<file path="src/rtl/lpr_pkg.sv">
// types and constants shared by the longest-prefix route lookup design
`default_nettype none
package lpr_pkg;

	localparam int unsigned CFG_W  = 11;
	localparam int unsigned SLOT_W = 10;
	localparam int unsigned PORT_W = 4;

	localparam logic MODE_WRITE  = 1'b0;
	localparam logic MODE_LOOKUP = 1'b1;

	typedef struct packed {
		logic              mode;
		logic [SLOT_W-1:0] entry_index;
		logic [31:0]       entry_prefix;
		logic [31:0]       entry_mask;
		logic [31:0]       entry_next_hop;
		logic [PORT_W-1:0] entry_port;
		logic [31:0]       lookup_address;
	} lpr_req_t;

	typedef struct packed {
		logic              found;
		logic [31:0]       next_hop_address;
		logic [PORT_W-1:0] out_port;
	} lpr_rsp_t;

	typedef struct packed {
		logic [31:0]       prefix;
		logic [31:0]       mask;
		logic [31:0]       hop_addr;
		logic [PORT_W-1:0] port;
	} lpr_entry_t;

	typedef enum logic [1:0] {
		LPR_IDLE,
		LPR_SCAN,
		LPR_DRAIN,
		LPR_DONE
	} lpr_state_t;

endpackage
`default_nettype wire

</file>
<file path="src/rtl/lpr_ctrl.sv">
// item handshake, table scan sequencer, best-route tracking and result register
`default_nettype none
module lpr_ctrl #(
	parameter int unsigned DEPTH = 1024,
	parameter int unsigned IDX_W = 10,
	parameter int unsigned CNT_W = 11
) (
	input  wire logic                clk,
	input  wire logic                arst_n,
	input  wire logic                req_valid,
	output      logic                req_stall,
	input  wire lpr_pkg::lpr_req_t   req,
	output      logic                rsp_valid,
	input  wire logic                rsp_stall,
	output      lpr_pkg::lpr_rsp_t   rsp,
	input  wire logic [CNT_W-1:0]    count,
	output      logic                mem_we,
	output      logic [IDX_W-1:0]    mem_waddr,
	output      lpr_pkg::lpr_entry_t mem_wdata,
	output      logic                mem_re,
	output      logic [IDX_W-1:0]    mem_raddr,
	input  wire lpr_pkg::lpr_entry_t mem_rdata
);
	import lpr_pkg::*;

	lpr_state_t        state_q, state_d;
	logic [IDX_W-1:0]  idx_q;
	logic [CNT_W-1:0]  cnt_q;
	logic [31:0]       addr_q;
	logic              valid_s1;
	logic              hit_q;
	logic [31:0]       best_mask_q;
	logic [31:0]       best_hop_q;
	logic [PORT_W-1:0] best_port_q;
	logic              rsp_valid_q;
	lpr_rsp_t          rsp_q;

	logic accept;
	logic start;
	logic last;
	logic load;
	logic match;
	logic better;

	assign accept = req_valid && !req_stall;
	assign start  = accept && (req.mode == MODE_LOOKUP);
	assign last   = ({1'b0, idx_q} + {{IDX_W{1'b0}}, 1'b1}) == (IDX_W + 1)'(cnt_q);
	assign match  = (addr_q & mem_rdata.mask) == mem_rdata.prefix;
	assign better = !hit_q || (mem_rdata.mask > best_mask_q);

	assign mem_waddr = IDX_W'(req.entry_index);
	assign mem_wdata = '{prefix: req.entry_prefix, mask: req.entry_mask,
		hop_addr: req.entry_next_hop, port: req.entry_port};
	assign mem_raddr = idx_q;

	always_comb begin
		state_d   = state_q;
		req_stall = 1'b1;
		mem_we    = 1'b0;
		mem_re    = 1'b0;
		load      = 1'b0;
		case (state_q)
			LPR_IDLE: begin
				req_stall = 1'b0;
				if (req_valid && req.mode == MODE_WRITE) begin
					mem_we = (32'(req.entry_index) < DEPTH);
				end
				if (start) begin
					state_d = (count == '0) ? LPR_DONE : LPR_SCAN;
				end
			end
			LPR_SCAN: begin
				mem_re = 1'b1;
				if (last) begin
					state_d = LPR_DRAIN;
				end
			end
			LPR_DRAIN: begin
				state_d = LPR_DONE;
			end
			LPR_DONE: begin
				if (!rsp_valid_q || !rsp_stall) begin
					load    = 1'b1;
					state_d = LPR_IDLE;
				end
			end
			default: begin
				state_d = LPR_IDLE;
			end
		endcase
	end

	always_ff @(posedge clk or negedge arst_n) begin
		if (!arst_n) begin
			state_q     <= LPR_IDLE;
			valid_s1    <= 1'b0;
			hit_q       <= 1'b0;
			rsp_valid_q <= 1'b0;
		end else begin
			state_q  <= state_d;
			valid_s1 <= mem_re;
			if (start) begin
				hit_q <= 1'b0;
			end else if (valid_s1 && match && better) begin
				hit_q <= 1'b1;
			end
			if (load) begin
				rsp_valid_q <= 1'b1;
			end else if (!rsp_stall) begin
				rsp_valid_q <= 1'b0;
			end
		end
	end

	always_ff @(posedge clk) begin
		if (start) begin
			idx_q       <= '0;
			cnt_q       <= count;
			addr_q      <= req.lookup_address;
			best_mask_q <= '0;
			best_hop_q  <= '0;
			best_port_q <= '0;
		end else begin
			if (mem_re) begin
				idx_q <= idx_q + 1'b1;
			end
			if (valid_s1 && match && better) begin
				best_mask_q <= mem_rdata.mask;
				best_hop_q  <= mem_rdata.hop_addr;
				best_port_q <= mem_rdata.port;
			end
		end
		if (load) begin
			rsp_q <= '{found: hit_q, next_hop_address: best_hop_q, out_port: best_port_q};
		end
	end

	assign rsp_valid = rsp_valid_q;
	assign rsp       = rsp_q;

endmodule
`default_nettype wire

</file>
<file path="config.mk">
export PLATFORM = sky130hd
export DESIGN_NAME = lpr_ctrl
export DESIGN_NICKNAME = d
export VERILOG_FILES = /design/src/rtl/lpr_pkg.sv /design/src/rtl/lpr_ctrl.sv
export SDC_FILE = /design/constraint.sdc
export NUM_CORES = 1
export LEC_CHECK = 0
export BUFFER_PORTS_ARGS = -buffer_cell sky130_fd_sc_hd__buf_2
export CORE_UTILIZATION = 30
export CTS_CLUSTER_SIZE = 24
export DETAILED_ROUTE_END_ITERATION = 16
export PLACE_DENSITY_LB_ADDON = 0.2
export SETUP_SLACK_MARGIN = 0.4
export SLEW_MARGIN = 20
export SYNTH_ARGS = -nofsm -noshare
export SYNTH_HDL_FRONTEND = slang
export SYNTH_SLANG_ARGS = --single-unit
export TNS_END_PERCENT = 10
</file>
<file path="constraint.sdc">
create_clock -name clk -period 6.1 [get_ports clk]
set_clock_uncertainty 0.15 [all_clocks]
set_input_delay 1.22 -clock clk [delete_from_list [all_inputs] [get_ports clk]]
set_output_delay 1.22 -clock clk [all_outputs]
set_load 0.01 [all_outputs]
</file>
==> results of run 1 <==
[sequential cells by signal (all words and copies together) (netlist names)]
name and count:
addr_q 32, best_hop_q 32, best_mask_q 32, rsp_valid 1, valid_s1 1, best_port_q 4, state_q 2, rsp 37
mem_raddr 10, hit_q 1, cnt_q 11
[critical path, stage by stage]
cell	delay [ps]
buf_2	130
and3b_1	180
a2111o_1	370
or4_1	540
nor4_2	430
and3_2	810
buf_12	290
nand3_1	100
a21oi_1	160
[logic make-up after synthesis]
family / Yosys count / share of synthesized area (%)
buf+inv: 189 / 14.2
xor+xnor: 40 / 4.27
flops: 163 / 49.8
mux: 2 / 0.244
fa+ha+maj: 37 / 5.64
simple gates: 201 / 12.6
compound gates: 195 / 13.2
[routing by layer]
metal	wire length [um]	share of wire, %	global-route usage (%)	vias to the layer above
met3	877	4.2	2.46	21
met4	285	1.4	5.15	2
met5	10	0.048	0	-
met2	9500	46	23.8	181
met1	9990	48	20.8	2818
li1	-	-	-	2983
[power by group]
part / leakage (nW) / internal, mW / switching (mW)
registers: 1.44 / 1.31 / 0.0941
logic: 1.87 / 0.239 / 0.340
clock network: 0.283 / 0.567 / 0.500
[worst min-delay path by stage]
stage / from / to / cells past startpoint
after CTS: best_hop_q[15] / rsp[19] / 0
after detailed placement: best_hop_q[27] / rsp[31] / 0
after floorplan: best_port_q[0] / rsp[0] / 0
after global placement: best_hop_q[6] / rsp[10] / 0
after global routing: best_port_q[3] / rsp[3] / 0
final: best_hop_q[15] / rsp[19] / 0
[cell usage after synthesis (2+ instances only)]
cell type	n
a211oi_1	4
a21boi_0	6
a21o_1	5
a21oi_1	85
a221oi_1	2
a31oi_1	4
and3_1	6
and3b_1	4
and4_1	5
buf_2	6
buf_4	111
buf_8	3
clkbuf_1	32
dfrtp_1	5
dfxtp_1	78
edfxtp_1	80
ha_1	37
inv_1	35
mux2i_1	2
nand2_1	40
nand2b_1	4
nand3_1	88
nand4_1	13
nor2_1	17
nor2b_1	3
nor3_1	8
nor3b_1	2
nor4_1	5
o21ai_0	73
o22a_1	3
o22ai_1	2
xnor2_1	10
xor2_1	30
[area by class of cell]
class                      instances  area [um2]
clock buffer                      18         450
tap                              341         427
fill                            2805       17600
timing repair buffer             206        1060
clock inverter                    14         129
inverter                          36         138
sequential                       163        4090
multi-input combinational        475        2970
[layout by cell type, fill, tap and decap left out, types with 2 or more instances in the layout]
master | synthesis | final
clkbuf_16 | 0 | 18
inv_1 | 35 | 35
inv_6 | 0 | 5
mux2i_1 | 2 | 2
a21oi_1 | 85 | 85
a21o_1 | 5 | 5
xor2_1 | 30 | 30
ha_1 | 37 | 37
nand2b_1 | 4 | 4
nor3_1 | 8 | 7
nor4_1 | 5 | 5
and3b_1 | 4 | 4
nand2_1 | 40 | 40
edfxtp_1 | 80 | 80
nor3b_1 | 2 | 2
nor2_1 | 17 | 17
a211oi_1 | 4 | 4
a221oi_1 | 2 | 2
a21boi_0 | 6 | 5
dfrtp_1 | 5 | 5
clkinvlp_4 | 0 | 2
o22ai_1 | 2 | 2
and3_1 | 6 | 5
and4_1 | 5 | 5
a31oi_1 | 4 | 4
nor2b_1 | 3 | 3
inv_8 | 0 | 5
xnor2_1 | 10 | 10
nand4_1 | 13 | 13
o21ai_0 | 73 | 73
buf_4 | 111 | 7
o22a_1 | 3 | 3
dfxtp_1 | 78 | 78
buf_2 | 6 | 198
nand3_1 | 88 | 87
==> results.ini, run 1 <==
[outcome]
outcome=finished clean

[route]
first_iter_violations=483
drt_wl_total_um=20700
vias=6005
firstDrtPassIters=5
drcViolationCount=0
wire_per_inst_um=16.5
drtAntennaViolNets=0
via_per_inst=4.79

[cts]
path_clk_slew_ps=70
ctsResizeCount=0
postCtsSetupRepairBufs=0
h-tree-depth=4
clk_latency_ps=420
ctsHoldBuffers=0
clock_sink_count=163
clockRootBuffer=clkbuf_16
cts_tree=done
cts_buffer_depth=2
cts_made_buffers=17

[pwr]
power_density_nw_per_um2=330
vdd_drop_max_uv=171
total_power_mw=3.05
leakage_nw=3.59

[timing]
relSlewSlack_pct=45.3
rsz0062_at_grt=no
period_minus_slack_ps=4090
setup_slack_ps=2010
drv_slew=0
setup_viol=0
worst_pin_slew_ps=820
post-route-period-util_pct=67.1
hold_viol=0
timing.fmax_ghz=0.244
tns_ps=0
fin_hold_ws_ps=272

[synthesis]
synth_cell_types=52
yosys_warnings=0
synth_area_leaders=edfxtp_1, dfxtp_1, buf_4
async_reset_ff_share_pct=3.07
synth_top_area_cell=edfxtp_1
syn_area_per_cell_um2=9.92
ys.flop_type=edfxtp_1
synth-seq-area-share_pct=49.8
synth_top_cell_area_share_pct=29.3
synth_fp_nets=1122
synth-seq-cells=163
synth_enable_flop_cells=80
postSynthCellCount=827
syn_area_um2=8200

[floorplan]
die_y_um=167
core_um2=26900
io-pin-count=419
start_util_pct=30.5
row_count=60
dieArea_um2=28000
dieWidth_um=167

[worst_setup_path]
required_ps=6290
critPathArrivalTime_ps=4280
crit_end=best_hop_q[4]
worstSetupPathType=in -> reg
critPathMaxFanout=35
r2r-start=addr_q[12]
end_kind=flip-flop
cp-startpoint=mem_rdata[48]
reg2reg_to=best_hop_q[4]
ff2ff_path_depth=8
reg2reg_slack_ps=2540
startpoint_type=input port

[cells_and_area]
final_util_pct=34.5
design_area_um2=9270
num-nets-final=1194
area_growth_syn_to_layout_pct=13.0
drive_above_1_share_pct=27.1
diodes=0
final_cells=1253

[placement]
io_buffers=198
dpl_cell_area_um2=8690
place.gp.congestion=0.750
post-place-cells=1221
post-dp-hpwl_um=14700
dpl_worst_slack_ps=1590

[grt]
grt_pass1_vias=5825
track_usage_pct=15.1
grt_overflow=0
grt_pass1_wl_um=32800
antenna_found_initial=1
grt_max_degree=64

[worst_hold_path]
hp-class=reg -> reg

[run]
max_cap_violations=0

No activity file was read; power rests on OpenSTA's default activity.
==> run 2, diff against run 1 <==
- clock period: 6.1 -> 3.8 ns (I/O delays scaled with it)
==> run 2 against run 1 <==
Effect of this change:
- worst hold slack better by 2.7 ps
- die area unchanged
- global-route usage up 0.087 points
- sequential power up 60%
- critical path depth unchanged
- non-clock buffer count up 6
- total power up 61%
- sequential share of layout area down 0.47 points
- combinational power up 63%
- critical path type unchanged
- critical endpoint is now best_hop_q[18]
==> results.ini, run 2 (synthesized netlist as in run 1, its figures left out) <==
[outcome]
outcome=finished clean

[pwr]
power_density_nw_per_um2=525
total_power_mw=4.92
vdd_drop_max_uv=220
leakage_nw=3.63

[route]
wire_per_inst_um=16.7
drt_wl_total_um=21000
firstDrtPassIters=5
drcViolationCount=0
vias=6027
drtAntennaViolNets=0
first_iter_violations=526
via_per_inst=4.79

[worst_setup_path]
cpPeakStageDelay_ps=540
end_kind=flip-flop
cpMaxStageDelayCell=or4_1
worstSetupPathType=in -> reg
required_ps=4000
startpoint_type=input port
worstPathCellList=buf_2, and3b_1, a2111o_1, or4_1, nor4_2, and3_2, buf_12, nand3_1, a21oi_1
critPathMaxFanout=53
critPathArrivalTime_ps=3300

[grt]
gr-usage-met1_pct=20.9
grt_max_degree=54
grt-busiest-layer=met2
antenna_found_initial=0
grt_overflow=0
met3_usage_pct=2.84
met2_usage_pct=24.0
grt_pass1_vias=5866
track_usage_pct=15.2
grt_pass1_wl_um=33100

[cts]
path_clk_slew_ps=70
clockRootBuffer=clkbuf_16
clk_latency_ps=420
cts_buffer_depth=2
clock_sink_count=163
postCtsSetupRepairBufs=0
h-tree-depth=4
cts_tree=done
cts_made_buffers=17

[timing]
timing.fmax_ghz=0.323
setup_viol=0
hold_viol=0
fin_hold_ws_ps=274
drv_slew=0
relSlewSlack_pct=57.6
tns_ps=0
rsz0062_at_grt=no
post-route-period-util_pct=81.6
period_minus_slack_ps=3100
worst_pin_slew_ps=636

[run]
max_cap_violations=0

[cells_and_area]
regArea_um2=4090
final_cell_mix=buf_2, nand3_1, a21oi_1
num-nets-final=1200
largest_register_ffs=37
multiInputGateArea_um2=2970
final_util_pct=34.8
final_common_cell=buf_2
drive_above_1_share_pct=27.5
nFillCells=2781
diodes=0
area_growth_syn_to_layout_pct=14.2

[floorplan]
row_count=60
dieWidth_um=167
core_um2=26900
io-pin-count=419
start_util_pct=30.5
die_y_um=167
dieArea_um2=28000

[placement]
io_buffers=198
place.gp.congestion=0.761
post-dp-hpwl_um=14900

[worst_hold_path]
hp-class=reg -> reg

run 2: cell count changes in the layout (fill, tap and decap cells not counted), sizes merged:
cell / previous run / this run
dlygate4sd3: 0 / 1
inv: 46 / 45
clkinv: 2 / 3
buf: 206 / 211
run 2: cell type report:
class                   instances  area share [%]
clock inverters                14            1.40
flip-flops and latches        163            43.7
repair buffers                212            12.4
multi-input cells             475            31.7
clock buffers                  18            4.81
well taps                     341            4.56
inverters                      36            1.47
run 2: repair_timing:
action	in CTS	in global routing
hold endpoints to repair	5	0
hold buffers	1	0
gates resized for setup	0	0
run 2: metal layers:
layer	vias to the layer above	routed length, um
li1	2990	-
met1	2828	10100
met2	196	9740
met3	13	907
met4	0	203
met5	-	0
run 2: report_power, final:
group | leakage, nW | switching (mW) | internal [mW]
clock network | 0.282 | 0.804 | 0.909
registers | 1.44 | 0.155 | 2.11
logic | 1.91 | 0.548 | 0.395
total | 3.63 | 1.51 | 3.41
run 2: critical path: cells and delay by family:
family / cells / cell delay (ps)
AOI/OAI and AO/OA: 2 / 500
and+or+nand+nor: 5 / 1610
buffers and inverters: 2 / 380
run 2: worst paths after layout:
| check | startpoint | end | slack [ps] | cells after the start |
|---|---|---|---|---|
| min in group asynchronous | arst_n | state_q[1] | 540 | 2 |
| setup / recovery | mem_rdata[48] | best_hop_q[18] | 700 | 9 |
| setup reg to reg | addr_q[12] | best_hop_q[18] | 750 | 8 |
| hold reg to reg | best_port_q[0] | rsp[0] | 270 | 0 |
| hold / removal | best_port_q[0] | rsp[0] | 270 | 0 |
| max in group asynchronous | arst_n | state_q[0] | 2810 | 2 |
run 2: stage by stage:
stage                     cells  setup slack, ps  cell area [um2]
after floorplan             827              650             8200
after global placement     1226              323             8770
after detailed placement   1226              278             8770
after CTS                  1259              730             9370
after global routing       1259              536             9370
final                      1259              700             9370
